<file path="src/rtl/core/mkd_pkg.sv">
// Shared types, register indexes and the Morse pattern table for the key decoder.
// No dependencies; every module of the decoder imports this package.
package mkd_pkg;

  // Buffer depth and field widths
  localparam int unsigned MAX_SYMBOLS = 5;
  localparam int unsigned COUNT_W     = 3;
  localparam int unsigned GAP_W       = 3;
  localparam int unsigned MS_W        = 16;
  localparam int unsigned CHAR_W      = 7;
  localparam int unsigned CFG_INDEX_W = 8;
  localparam int unsigned CFG_DATA_W  = 16;

  // Configuration register indexes
  localparam logic [CFG_INDEX_W-1:0] CFG_DOT_MIN    = 8'd0;
  localparam logic [CFG_INDEX_W-1:0] CFG_DASH_MIN   = 8'd1;
  localparam logic [CFG_INDEX_W-1:0] CFG_LETTER_GAP = 8'd2;
  localparam logic [CFG_INDEX_W-1:0] CFG_WORD_GAP   = 8'd3;

  // Register reset values
  localparam logic [MS_W-1:0]  DOT_MIN_RESET    = 16'd40;
  localparam logic [MS_W-1:0]  DASH_MIN_RESET   = 16'd220;
  localparam logic [GAP_W-1:0] LETTER_GAP_RESET = 3'd3;
  localparam logic [GAP_W-1:0] WORD_GAP_RESET   = 3'd5;

  // Highest gap count; the counter saturates here
  localparam logic [GAP_W-1:0] GAP_MAX = 3'd7;

  // Command codes of an input beat
  localparam logic CMD_RELEASE = 1'b0;
  localparam logic CMD_GAP     = 1'b1;

  // Result kinds
  localparam logic KIND_CHAR  = 1'b0;
  localparam logic KIND_SPACE = 1'b1;

  // Press classification
  typedef struct packed {
    logic is_symbol;
    logic is_dash;
  } press_class_t;

  // One result item with its valid flag
  typedef struct packed {
    logic              valid;
    logic              kind;
    logic [CHAR_W-1:0] char_code;
  } result_t;

  // Build the pattern code: a leading one, then symbols first to last (1 = dash).
  // An empty or overfull buffer yields code zero, which maps to no character.
  function automatic logic [5:0] pattern_code(input logic [MAX_SYMBOLS-1:0] buf_bits,
                                              input logic [COUNT_W-1:0]     count);
    logic [5:0] code;
    code = 6'd0;
    case (count)
      3'd1: code = {5'b00001, buf_bits[0]};
      3'd2: code = {4'b0001, buf_bits[0], buf_bits[1]};
      3'd3: code = {3'b001, buf_bits[0], buf_bits[1], buf_bits[2]};
      3'd4: code = {2'b01, buf_bits[0], buf_bits[1], buf_bits[2], buf_bits[3]};
      3'd5: code = {1'b1, buf_bits[0], buf_bits[1], buf_bits[2], buf_bits[3], buf_bits[4]};
      default: code = 6'd0;
    endcase
    return code;
  endfunction

  // Standard Morse table for A-Z and 0-9; zero means an unknown pattern.
  function automatic logic [CHAR_W-1:0] morse_char(input logic [5:0] code);
    logic [CHAR_W-1:0] ch;
    ch = 7'h00;
    case (code)
      6'd2:  ch = 7'h45; // E
      6'd3:  ch = 7'h54; // T
      6'd4:  ch = 7'h49; // I
      6'd5:  ch = 7'h41; // A
      6'd6:  ch = 7'h4E; // N
      6'd7:  ch = 7'h4D; // M
      6'd8:  ch = 7'h53; // S
      6'd9:  ch = 7'h55; // U
      6'd10: ch = 7'h52; // R
      6'd11: ch = 7'h57; // W
      6'd12: ch = 7'h44; // D
      6'd13: ch = 7'h4B; // K
      6'd14: ch = 7'h47; // G
      6'd15: ch = 7'h4F; // O
      6'd16: ch = 7'h48; // H
      6'd17: ch = 7'h56; // V
      6'd18: ch = 7'h46; // F
      6'd20: ch = 7'h4C; // L
      6'd22: ch = 7'h50; // P
      6'd23: ch = 7'h4A; // J
      6'd24: ch = 7'h42; // B
      6'd25: ch = 7'h58; // X
      6'd26: ch = 7'h43; // C
      6'd27: ch = 7'h59; // Y
      6'd28: ch = 7'h5A; // Z
      6'd29: ch = 7'h51; // Q
      6'd32: ch = 7'h35; // 5
      6'd33: ch = 7'h34; // 4
      6'd35: ch = 7'h33; // 3
      6'd39: ch = 7'h32; // 2
      6'd47: ch = 7'h31; // 1
      6'd48: ch = 7'h36; // 6
      6'd56: ch = 7'h37; // 7
      6'd60: ch = 7'h38; // 8
      6'd62: ch = 7'h39; // 9
      6'd63: ch = 7'h30; // 0
      default: ch = 7'h00;
    endcase
    return ch;
  endfunction

endpackage

</file>
<file path="src/rtl/core/morse_key_decoder_unit.sv">
// Morse key decoder top level: configuration registers, press classifier,
// decoder state and result queue. Depends on mkd_pkg and the mkd_* modules.
//
// Each input beat is either a key release carrying the press length in ms or
// a silent gap tick. The decoder takes one beat per clock cycle and produces
// at most one result beat for it (a decoded letter or digit, or a word space)
// through a two-entry result queue. The queue sets the rate: item_stall rises
// only while both queue entries hold results not yet taken. Configuration
// writes are always ready and take effect on the next beat.
module morse_key_decoder_unit (
  input  logic                            clk,
  input  logic                            rst,
  // Input channel
  input  logic                            item_valid,
  output logic                            item_stall,
  input  logic                            command,
  input  logic [mkd_pkg::MS_W-1:0]        press_ms,
  input  logic                            press_confirmed,
  // Result channel
  output logic                            result_valid,
  input  logic                            result_stall,
  output logic                            kind,
  output logic [mkd_pkg::CHAR_W-1:0]      char_code,
  // Configuration write channel
  input  logic                            cfg_valid,
  output logic                            cfg_ready,
  input  logic [mkd_pkg::CFG_INDEX_W-1:0] cfg_index,
  input  logic [mkd_pkg::CFG_DATA_W-1:0]  cfg_data
);
  import mkd_pkg::*;

  logic [MS_W-1:0]  dot_min_ms;
  logic [MS_W-1:0]  dash_min_ms;
  logic [GAP_W-1:0] letter_gap_ticks;
  logic [GAP_W-1:0] word_gap_ticks;

  press_class_t cls;
  result_t      result;
  logic         queue_full;
  logic         accept;

  // Configuration registers
  assign cfg_ready = 1'b1;

  always_ff @(posedge clk) begin
    if (rst) begin
      dot_min_ms       <= DOT_MIN_RESET;
      dash_min_ms      <= DASH_MIN_RESET;
      letter_gap_ticks <= LETTER_GAP_RESET;
      word_gap_ticks   <= WORD_GAP_RESET;
    end else if (cfg_valid && cfg_ready) begin
      case (cfg_index)
        CFG_DOT_MIN:    dot_min_ms       <= cfg_data;
        CFG_DASH_MIN:   dash_min_ms      <= cfg_data;
        CFG_LETTER_GAP: letter_gap_ticks <= cfg_data[GAP_W-1:0];
        CFG_WORD_GAP:   word_gap_ticks   <= cfg_data[GAP_W-1:0];
        default: ;
      endcase
    end
  end

  // Input handshake
  assign item_stall = queue_full;
  assign accept     = item_valid & ~item_stall;

  mkd_classify u_classify (
    .press_ms        (press_ms),
    .press_confirmed (press_confirmed),
    .dot_min_ms      (dot_min_ms),
    .dash_min_ms     (dash_min_ms),
    .cls             (cls)
  );

  mkd_state u_state (
    .clk              (clk),
    .rst              (rst),
    .accept           (accept),
    .command          (command),
    .cls              (cls),
    .letter_gap_ticks (letter_gap_ticks),
    .word_gap_ticks   (word_gap_ticks),
    .result           (result)
  );

  mkd_result_queue u_queue (
    .clk       (clk),
    .rst       (rst),
    .push      (result),
    .full      (queue_full),
    .out_valid (result_valid),
    .out_stall (result_stall),
    .out_kind  (kind),
    .out_char  (char_code)
  );

endmodule

</file>
<file path="src/rtl/core/mkd_classify.sv">
// Press classifier: decides whether a key release is a dot, a dash or nothing.
// Depends on mkd_pkg.
module mkd_classify (
  input  logic [mkd_pkg::MS_W-1:0] press_ms,
  input  logic                     press_confirmed,
  input  logic [mkd_pkg::MS_W-1:0] dot_min_ms,
  input  logic [mkd_pkg::MS_W-1:0] dash_min_ms,
  output mkd_pkg::press_class_t    cls
);
  import mkd_pkg::*;

  logic above_dot;
  logic below_dash;
  logic above_dash;

  // A confirmed press strictly between the limits is a dot; any press
  // strictly above the dash limit is a dash. The two ranges never overlap.
  always_comb begin
    above_dot     = press_ms > dot_min_ms;
    below_dash    = press_ms < dash_min_ms;
    above_dash    = press_ms > dash_min_ms;
    cls.is_dash   = above_dash;
    cls.is_symbol = above_dash | (above_dot & below_dash & press_confirmed);
  end

endmodule

</file>
<file path="src/rtl/core/mkd_state.sv">
// Decoder state: symbol buffer, gap counter and space flag, updated once per
// accepted beat, with the letter decode and word-space decision. Depends on mkd_pkg.
module mkd_state (
  input  logic                      clk,
  input  logic                      rst,
  input  logic                      accept,
  input  logic                      command,
  input  mkd_pkg::press_class_t     cls,
  input  logic [mkd_pkg::GAP_W-1:0] letter_gap_ticks,
  input  logic [mkd_pkg::GAP_W-1:0] word_gap_ticks,
  output mkd_pkg::result_t          result
);
  import mkd_pkg::*;

  logic [MAX_SYMBOLS-1:0] symbol_buffer;
  logic [MAX_SYMBOLS-1:0] symbol_buffer_next;
  logic [COUNT_W-1:0]     symbol_count;
  logic [COUNT_W-1:0]     symbol_count_next;
  logic [GAP_W-1:0]       gap_count;
  logic [GAP_W-1:0]       gap_count_next;
  logic                   space_shown;
  logic                   space_shown_next;

  logic                   buffer_full;
  logic                   run_gap;
  logic                   append;
  logic [GAP_W-1:0]       gap_base;
  logic [GAP_W-1:0]       gap_step;
  logic                   decode_now;
  logic [CHAR_W-1:0]      decoded;

  // Work out what this beat does: a gap tick, or a symbol on a full buffer,
  // runs the gap step; a symbol on a buffer with room is appended.
  always_comb begin
    buffer_full = symbol_count >= COUNT_W'(MAX_SYMBOLS);
    run_gap     = (command == CMD_GAP) | (cls.is_symbol & buffer_full);
    append      = (command == CMD_RELEASE) & cls.is_symbol & ~buffer_full;
    // A symbol clears the gap counter before the gap step runs.
    gap_base    = (command == CMD_GAP) ? gap_count : '0;
    gap_step    = (gap_base == GAP_MAX) ? GAP_MAX : gap_base + GAP_W'(1);
    decode_now  = gap_step < letter_gap_ticks;
    decoded     = morse_char(pattern_code(symbol_buffer, symbol_count));
  end

  // Next state and the result of this beat
  always_comb begin
    symbol_buffer_next = symbol_buffer;
    symbol_count_next  = symbol_count;
    gap_count_next     = gap_count;
    space_shown_next   = space_shown;
    result.valid       = 1'b0;
    result.kind        = KIND_CHAR;
    result.char_code   = '0;
    if (accept && run_gap) begin
      gap_count_next = gap_step;
      if (decode_now) begin
        symbol_buffer_next = '0;
        symbol_count_next  = '0;
        space_shown_next   = 1'b0;
        result.valid       = decoded != '0;
        result.char_code   = decoded;
      end else if (gap_step >= word_gap_ticks && !space_shown) begin
        space_shown_next = 1'b1;
        result.valid     = 1'b1;
        result.kind      = KIND_SPACE;
      end
    end else if (accept && append) begin
      gap_count_next                    = '0;
      symbol_buffer_next[symbol_count]  = cls.is_dash;
      symbol_count_next                 = symbol_count + COUNT_W'(1);
    end
  end

  // State registers
  always_ff @(posedge clk) begin
    if (rst) begin
      symbol_buffer <= '0;
      symbol_count  <= '0;
      gap_count     <= '0;
      space_shown   <= 1'b0;
    end else begin
      symbol_buffer <= symbol_buffer_next;
      symbol_count  <= symbol_count_next;
      gap_count     <= gap_count_next;
      space_shown   <= space_shown_next;
    end
  end

endmodule

</file>
<file path="src/rtl/core/mkd_result_queue.sv">
// Two-entry result queue between the decoder state and the output channel, so
// a beat is accepted while an earlier result still waits. Depends on mkd_pkg.
module mkd_result_queue (
  input  logic                       clk,
  input  logic                       rst,
  input  mkd_pkg::result_t           push,
  output logic                       full,
  output logic                       out_valid,
  input  logic                       out_stall,
  output logic                       out_kind,
  output logic [mkd_pkg::CHAR_W-1:0] out_char
);
  import mkd_pkg::*;

  logic [1:0]        entry_kind;
  logic [CHAR_W-1:0] entry_char [2];
  logic              wr_ptr;
  logic              rd_ptr;
  logic [1:0]        fill;
  logic              pop;

  // Status and head of queue
  always_comb begin
    full      = fill == 2'd2;
    out_valid = fill != 2'd0;
    pop       = out_valid & ~out_stall;
    out_kind  = entry_kind[rd_ptr];
    out_char  = entry_char[rd_ptr];
  end

  // Payload storage; written only at the tail
  always_ff @(posedge clk) begin
    if (push.valid) begin
      entry_kind[wr_ptr] <= push.kind;
      entry_char[wr_ptr] <= push.char_code;
    end
  end

  // Pointers and fill count
  always_ff @(posedge clk) begin
    if (rst) begin
      wr_ptr <= 1'b0;
      rd_ptr <= 1'b0;
      fill   <= 2'd0;
    end else begin
      if (push.valid) begin
        wr_ptr <= ~wr_ptr;
      end
      if (pop) begin
        rd_ptr <= ~rd_ptr;
      end
      case ({push.valid, pop})
        2'b10:   fill <= fill + 2'd1;
        2'b01:   fill <= fill - 2'd1;
        default: fill <= fill;
      endcase
    end
  end

endmodule

</file>
<file path="config.mk">
export PLATFORM = sky130hd
export DESIGN_NAME = morse_key_decoder_unit
export DESIGN_NICKNAME = d
export VERILOG_FILES = /design/src/rtl/core/mkd_pkg.sv /design/src/rtl/core/morse_key_decoder_unit.sv /design/src/rtl/core/mkd_classify.sv /design/src/rtl/core/mkd_state.sv /design/src/rtl/core/mkd_result_queue.sv
export SDC_FILE = /design/constraint.sdc
export NUM_CORES = 1
export LEC_CHECK = 0
export ABC_AREA = 1
export BUFFER_PORTS_ARGS = -buffer_cell sky130_fd_sc_hd__buf_4
export CAP_MARGIN = 15
export CORE_MARGIN = 3
export CORE_UTILIZATION = 40
export DETAILED_ROUTE_END_ITERATION = 7
export SLEW_MARGIN = 20
export SYNTH_ARGS = -nofsm -noshare
export SYNTH_HDL_FRONTEND = slang
export SYNTH_SLANG_ARGS = --single-unit
</file>
<file path="constraint.sdc">
create_clock -name clk -period 3.19 [get_ports clk]
set_input_delay 0.1595 -clock clk [delete_from_list [all_inputs] [get_ports clk]]
set_output_delay 0.1595 -clock clk [all_outputs]
set_load 0.05 [all_outputs]
</file>
* Word level (Yosys, flattened, before mapping)
Memory sizes are Yosys's and may differ from the RTL's. A register that Yosys moved wholly into a read port is not among the register bits.
Index checks and enable logic that the tools add are counted.
** Word-level totals
- Bits in registers :: 56
- Memories kept :: 2
- Output and inout bits :: 11
- Bits in writable memories :: 14
- ROM bits :: 448
- Input port bits :: 47
- Word-level logic and storage cells :: 106
** Memory list
- (no name shown) :: words 64, bits a word 7, rd ports 1, clocked after Yosys merged registers in 0, wr ports 0, line mkd_pkg.sv:71 : case (code)
- u_queue.entry_char :: words 2, bits a word 7, rd ports 1, clocked after Yosys merged registers in 1, wr ports 1, line mkd_result_queue.sv:16 : logic [CHAR_W-1:0] entry_char [2];
** Cells by class
- $add $sub $neg :: 4
- $lt $le $gt $ge :: 11
- Bitwise operators :: 15
- Equality and inequality tests :: 13
- Reductions and logical operators :: 18
- Muxes and demuxes :: 31
** Operator list (number)
- $gt 16x16->1 :: 2
- $pmux 6 s5 :: 1
- $mux 3 :: 7
- $eq 8x2->1 const B :: 2
- $lt 16x16->1 :: 1
- $mux 5 :: 3
- $mux 1 :: 12
- $reduce_and 2->1 :: 6
- $eq 3x3->1 const B :: 3
- $mux 9 :: 1
- $eq 8x1->1 const B :: 1
- $logic_not 8->1 :: 1
- $reduce_bool 2->1 :: 4
- $and 1x1->1 :: 7
- $mux 7 :: 1
- $reduce_bool 7->1 :: 1
- $add 3x1->3 const B :: 2
- $eq 3x2->1 const B :: 2
- $not 1->1 :: 6
- $bwmux 5 :: 1
- $logic_and 1x1->1 :: 5
- $eq 2x2->1 const B :: 2
- $lt 1x2->1 const B :: 2
- $lt 3x4->1 const B :: 1
- other kinds (17) :: 18

* Logic depth before layout (Yosys ltp)
Gate-level depths: netlist of run 1.
- Depth in word-level cells :: 10
- Gate-level depth with buffers :: 27
- Gate-level depth less buffers :: 27

* By module
Synthesis of run 1 repeated with hierarchy kept, for this count alone.
** Unflattened totals
- Cells, all modules :: 727
- Area, all modules :: 5066.1 sq um
** By module, submodules not included
- morse_key_decoder_unit :: cells an instance 232, area an instance 1690.4 sq um, seq. area each 760.7 sq um, instances 1
- mkd_state :: cells an instance 283, area an instance 1629.1 sq um, seq. area each 240.2 sq um, instances 1
- mkd_classify :: cells an instance 147, area an instance 904.6 sq um, seq. area each 0.0 sq um, instances 1
- mkd_result_queue :: cells an instance 65, area an instance 842.1 sq um, seq. area each 580.6 sq um, instances 1

* Worst setup path before layout of run 1
No wires, ideal clock.
- Kind :: reg2reg
- From :: reg u_state.symbol_count[0]
- To :: reg u_queue.fill[1]
- Data required time :: 3.068 ns
- Path slack :: 0.081 ns
- Buffers on the path :: 0
- Clock period less this slack :: 3.109 ns
- Stages on the path, launching flop included :: 27
- Data arrival time :: 2.986 ns
- Path through :: dfxtp_1 > inv_1 > ha_1 > nand2_1 > inv_1 > nand2_1 > nand2_1 > inv_1 > nand2_1 > nand2_1 > inv_1 > ha_1 > inv_1 > nand4_1 > nand2_1 > nor2_1 > nor2_1 > a21oi_2 > nand2_1 > nor2_2 > nand2_2 > nand2_1 > ha_1 > a21oi_1 > o21ai_0 > o21ai_0 > a21oi_1
** On the way
- Cells in the longest elaborated chain, start to end :: 8
- Elaborated cells between the ends (all ways) :: 18
** RTL lines
- start, declared :: line mkd_state.sv:17 : logic [COUNT_W-1:0] symbol_count;
- start signal, assigned :: line mkd_state.sv:83 : symbol_count <= symbol_count_next;
- $eq 3x3->1 (tied with other cells) :: line mkd_pkg.sv:56 : case (count)
- $pmux 6 s5 :: line mkd_pkg.sv:56
- $mem_v2 64x7
- $reduce_bool 7->1 :: line mkd_state.sv:60 : result.valid = decoded != '0;
- $mux 1 :: line mkd_state.sv:56 : if (decode_now) begin
- $mux 9 (*) :: line mkd_state.sv:54 : if (accept && run_gap) begin
- $eq 2x1->1 or $eq 2x2->1 (tied branches) :: line mkd_result_queue.sv:52 : case ({push.valid, pop})
- $pmux 2 s2 or $reduce_bool 2->1 (tied branches)
- end signal, assigned :: line mkd_result_queue.sv:53 : 2'b10: fill <= fill + 2'd1;
- end signal, assigned :: line mkd_result_queue.sv:54 : 2'b01: fill <= fill - 2'd1;
- end signal, assigned :: line mkd_result_queue.sv:55 : default: fill <= fill;
- end, declared :: line mkd_result_queue.sv:19 : logic [1:0] fill;
Mark *: on every way between the ends. The rest lies on a longest branch, timed or not.
A chain may end at the register's enable or synchronous reset.

* Worst setup path in the final report of run 1
Same ends and word-level chain as after synthesis.

==> results_dict.tcl, run 1 <==
set metrics [dict create \
    clockRootBuffer "clkbuf_16" \
    synth_edf_count 16 \
    gp_congestion 0.900 \
    power_mw 2.43 \
    antenna_cells 0 \
    peakVddDrop_mv 0.216 \
    chipHeight_um 115 \
    clkLatencyLatePin_ns 0.34 \
    layout_min_cycle_time_ns 2.99 \
    yosys_warnings 0 \
    hold_buffers 0 \
    tightest_slew_ns 0.855 \
    grtUsageTotal 0.179 \
    min_path_type "primary input to flip-flop" \
    slew_headroom 0.429 \
    async_reset_ff_frac 0 \
    critPathLaunchType "flip-flop" \
    netlist_instances 634 \
    status "completed" \
    critPathMaxFanout 6 \
    path_clk_slew_ns 0.06 \
    power_density_nw_per_um2 406 \
    die_x_um 115 \
    synth.avg_cell_area_um2 7.53 \
    place_ws_ns -0.134 \
    grt_max_degree 29 \
    ys_ff_latch 71 \
    setup_viol 0 \
    yosysSeqAreaShare 0.331 \
    slew_violations 0 \
    synthTopCellsByArea "dfxtp_1, ha_1, edfxtp_1" \
    drive_above_1_share 0.241 \
    synth.most_common_cell "nand2_1" \
    cts.sinks 71 \
    htree_levels 3 \
    setup_slack_ns 0.199 \
    drt-total-wl_um 11700 \
    dieArea_um2 13300 \
    viasPerCell 4.98 \
    max_freq_ghz 0.334 \
    netlist.area_leader.share 0.231 \
    placed_cells 841 \
    drv_cap 0 \
    postRouteAntennaNets 0 \
    synth_area_um2 4770 \
    fp-row-count 39 \
    vias 4291 \
    timing.hold.ws_ns 0.0463 \
    wl_per_cell_um 13.6 \
    synthTopCellsByCount "nand2_1, inv_1, a21oi_1, ha_1, dfxtp_1" \
    final.setup_skew_ns 0.0104 \
    finalHoldViolations 0 \
    io_buffers 56 \
    grt_pass1_vias 4085 \
    cts_tree "yes" \
    critical_path_required_ns 3.41 \
    synth_nets 737 \
    yosysTopAreaCell "dfxtp_1" \
    dr.pass1.iters 5 \
    synth_cell_types 39 \
    grt_overflow 0 \
    numCtsBuffers 9 \
    worst-endpoint-arrival_ns 3.21 \
    ys.flop_type "dfxtp_1" \
    drc 0 \
    period_share 0.938 \
    syn_to_final_growth_pct 25.2 \
    layoutNonFillerInstCount 861 \
    hpwl_um 9030 \
    drt_iter0_markers 219 \
    crit_path_end_kind "flip-flop" \
    core_area_um2 11600 \
    antenna_found_initial 0 \
    nets 816 \
    final_util 0.517 \
    ios 58 \
    initial_core_util 0.413 \
    grt_pass1_wl_um 19000 \
    clockBufferDepth 2 \
    critPathKind "flip-flop to flip-flop" \
    leakagePower_nw 2.75 \
]
-- cell usage in the layout (no fill, tap or decap), drive strengths merged, types with 4 or more instances in the layout --
master / netlist / final
nand2: 138 / 138
inv: 92 / 93
buf: 8 / 85
a21oi: 68 / 68
ha: 56 / 56
dfxtp: 55 / 55
o21ai: 52 / 52
nor2: 47 / 47
nand3: 43 / 43
edfxtp: 16 / 16
o211ai: 11 / 11
clkbuf: 9 / 10
nand4: 9 / 9
mux2: 8 / 8
nand3b: 5 / 5
or2: 4 / 4
-- stage by stage --
step	instance area [µm²]	TNS [ns]
floorplan	4770	0
global placement	5450	-0.0465
detailed placement	5450	-0.207
CTS	5800	0
global route	5980	-0.00534
finish	5980	0
-- where the power goes --
group          internal [mW]  switching (mW)
Clock                  0.770           0.412
Sequential             0.925          0.0128
Combinational          0.135           0.172
-- worst paths after layout --
kind / slack [ns] / cells after the start / end / start
worst min register to register: 0.46 / 2 / dot_min_ms[13]$_SDFFE_PP0P_ / dot_min_ms[13]$_SDFFE_PP0P_
worst max-delay path: 0.20 / 22 / u_queue.fill[1]$_SDFFE_PP0P_ / u_state.symbol_count[0]$_SDFFE_PP0P_
worst max register to register: 0.20 / 22 / u_queue.fill[1]$_SDFFE_PP0P_ / u_state.symbol_count[0]$_SDFFE_PP0P_
worst min-delay path: 0.05 / 3 / dash_min_ms[7]$_SDFFE_PP1P_ / cfg_data[7]
-- sequential cells by signal (all words and copies together) (netlist names), named ones only --
signal and count:
u_queue.entry_char 14, u_queue.wr_ptr 1, u_queue.rd_ptr 1, u_queue.fill 2, letter_gap_ticks 3, u_state.space_shown 1
dot_min_ms 16, u_state.symbol_count 3, word_gap_ticks 3, u_state.symbol_buffer 5, u_queue.entry_kind 2, dash_min_ms 16
u_state.gap_count 3
-- worst max-delay path, cell delays in order (launching register included) --
cell	delay, ns
dfxtp_4	0.38
ha_4	0.17
ha_4	0.16
nand2_1	0.07
nand3_2	0.09
o21ai_4	0.27
buf_6	0.14
ha_1	0.14
inv_2	0.05
nand4_1	0.08
nand2_1	0.06
nor2_1	0.10
nor2_1	0.06
a21oi_2	0.15
nand2_1	0.09
nor2_2	0.12
nand2_2	0.07
nand2_2	0.09
ha_4	0.20
a21oi_2	0.09
o21ai_1	0.09
o21ai_1	0.13
a21oi_1	0.05
-- area by class of cell --
type	instances	area, µm²
inverter	93	367
tap	143	179
clock inverter	6	116
timing repair buffer	85	658
clock buffer	10	229
fill	1104	5590
sequential	71	1590
multi-input combinational	453	2840
-- metal layers --
metal / up-vias / track usage / wire length, µm
li1: 2258 / - / -
met1: 1953 / 0.238 / 5630
met2: 72 / 0.291 / 5510
met3: 8 / 0.0474 / 448
met4: 0 / 0.0446 / 104
met5: - / 0 / 0
-- cells by family after synthesis --
| logic type | count (synthesis) | share of synthesized area |
|---|---|---|
| compound gates | 137 | 0.160 |
| fa+ha+maj | 56 | 0.147 |
| buf+inv | 110 | 0.101 |
| flops | 71 | 0.331 |
| mux | 8 | 0.0189 |
| other cells | 1 | 0.000785 |
| simple gates | 251 | 0.241 |
-- what timing repair did --
action                     4_1_cts  5_1_grt
setup endpoints to repair       10       16
gates resized for setup          3       40
setup buffers                    0        4
pin swaps                        0       16
(Power assumes the default switching activity.)
==> run 2: changes to the inputs <==
Settings changed: CTS_BUF_LIST from default to sky130_fd_sc_hd__clkbuf_4 sky130_fd_sc_hd__clkbuf_8.
==> results_dict.tcl, run 2 (same netlist as run 1, synthesis figures left out) <==
set metrics [dict create \
    grt_max_degree 29 \
    fin_area_um2 5920 \
    drv_cap 0 \
    layout_commonest_cell "nand2_1" \
    clkLatencyLatePin_ns 0.36 \
    max_freq_ghz 0.332 \
    pwr-share-seq 0.434 \
    power.clock.fraction 0.422 \
    critPathLaunchType "flip-flop" \
    path_clk_slew_ns 0.09 \
    clockRootBuffer "clkbuf_8" \
    crit_path_end_kind "flip-flop" \
    p_sw_frac 0.261 \
    vias 4306 \
    crit_buf_inv 2 \
    dr.pass1.iters 6 \
    path_delay_family "simple AND/OR/NAND/NOR gates" \
    clockBufferDepth 2 \
    htree_levels 3 \
    critPathMaxFanout 6 \
    switchingPower_uw 563 \
    drc 0 \
    power_mw 2.16 \
    cp_slowest_stage_delay_ns 0.39 \
    top_regs "dash_min_ms: 16 flops, dot_min_ms: 16 flops, u_queue.entry_char: 14 flops" \
    placed_cell_area_um2 5450 \
    critPathKind "flip-flop to flip-flop" \
    cts_tree "yes" \
    finalHoldViolations 0 \
    cts.sinks 71 \
    die_x_um 115 \
    critical_path_required_ns 3.43 \
    slew_headroom 0.429 \
    io_buffers 56 \
    gp_congestion 0.900 \
    initial_core_util 0.413 \
    viasPerCell 5.00 \
    antenna_cells 0 \
    period_share 0.945 \
    syn_to_final_growth_pct 24.0 \
    layout_common_cells "nand2_1, inv_1, buf_4" \
    dieArea_um2 13300 \
    power_density_nw_per_um2 364 \
    grt_pass1_wl_um 18800 \
    antenna_found_initial 0 \
    drt-total-wl_um 11600 \
    chipHeight_um 115 \
    tightest_slew_ns 0.854 \
    numCtsBuffers 9 \
    worstPathCellList "ha_4 -> ha_4 -> nand2_2 -> nand3_4 -> o21ai_4 -> buf_6 -> ha_1 -> inv_1 -> nand4_1 -> nand2_1 -> nor2_1 -> nor2_1 -> a21oi_2 -> nand2_1 -> nor2_2 -> nand2_2 -> nand2_2 -> ha_4 -> a21oi_2 -> o21ai_1 -> o21ai_1 -> a21oi_1" \
    p_int_mw 1.60 \
    layout_min_cycle_time_ns 3.01 \
    postRouteAntennaNets 0 \
    grt_pass1_vias 4061 \
    nets 817 \
    drt_iter0_markers 207 \
    final.setup_skew_ns 0.0139 \
    min_path_type "primary input to flip-flop" \
    grtUsageTotal 0.178 \
    p_comb_frac 0.144 \
    wl_per_cell_um 13.5 \
    hold_buffers 0 \
    core_area_um2 11600 \
    leakagePower_nw 2.71 \
    reg2reg_slack_ns 0.18 \
    grt_overflow 0 \
    drive_above_1_share 0.250 \
    hpwl_um 9030 \
    worst-endpoint-arrival_ns 3.26 \
    fp-row-count 39 \
    peakVddDrop_mv 0.228 \
    crit_path_top_delay_cell "dfxtp_4" \
    status "completed" \
    ios 58 \
    setup_viol 0 \
    slew_violations 0 \
]
-- run 2: per-layer routing --
| layer | GRT usage | share of wire |
|---|---|---|
| met1 | 0.235 | 0.48 |
| met2 | 0.285 | 0.47 |
| met3 | 0.0442 | 0.034 |
| met4 | 0.0548 | 0.014 |
| met5 | 0 | 0 |
-- run 2: final timing paths --
path | startpoint | to | cells after the start
worst max-delay path | u_state.symbol_count[0]$_SDFFE_PP0P_ | u_queue.fill[1]$_SDFFE_PP0P_ | 22
worst min-delay path | cfg_data[7] | dash_min_ms[7]$_SDFFE_PP1P_ | 3
worst max register to register | u_state.symbol_count[0]$_SDFFE_PP0P_ | u_queue.fill[1]$_SDFFE_PP0P_ | 22
worst min register to register | dot_min_ms[13]$_SDFFE_PP0P_ | dot_min_ms[13]$_SDFFE_PP0P_ | 2
-- run 2: power groups by stage --
stage	logic (mW)	registers [mW]	clock network, mW
floorplan	0.176	0.952	0
global placement	0.283	0.955	0
detailed placement	0.288	0.956	0
CTS	0.291	0.935	0.930
global route	0.346	0.938	0.967
finish	0.311	0.936	0.910
-- run 2: stage by stage --
step	std cells	util	setup WS [ns]	TNS, ns	hold WS, ns
floorplan	634	-	0.0814	0	0.273
global placement	841	0.471	-0.0465	-0.0465	0.385
detailed placement	841	0.471	-0.134	-0.207	0.388
CTS	857	0.494	0.00129	0	0.000998
global route	862	0.512	-0.0242	-0.0242	0.0223
finish	862	0.512	0.177	0	0.0241
-- run 2: timing repair --
item,CTS,global route
buffers inserted,0,5
setup endpoints to repair,10,10
gates resized for setup,7,44
pin swaps,1,19
-- run 2: final cells by class --
type,count,area [µm²]
fillers,1120,5640
inverters,93,369
clock inverters,6,116
flip-flops and latches,71,1590
repair buffers,86,666
clock buffers,10,131
multi-input cells,453,2870
well taps,143,179
-- run 2: tightest hold or removal path, cell delays in order --
cell	delay (ns)
buf_4	0.08
nand2_1	0.04
o211ai_1	0.06
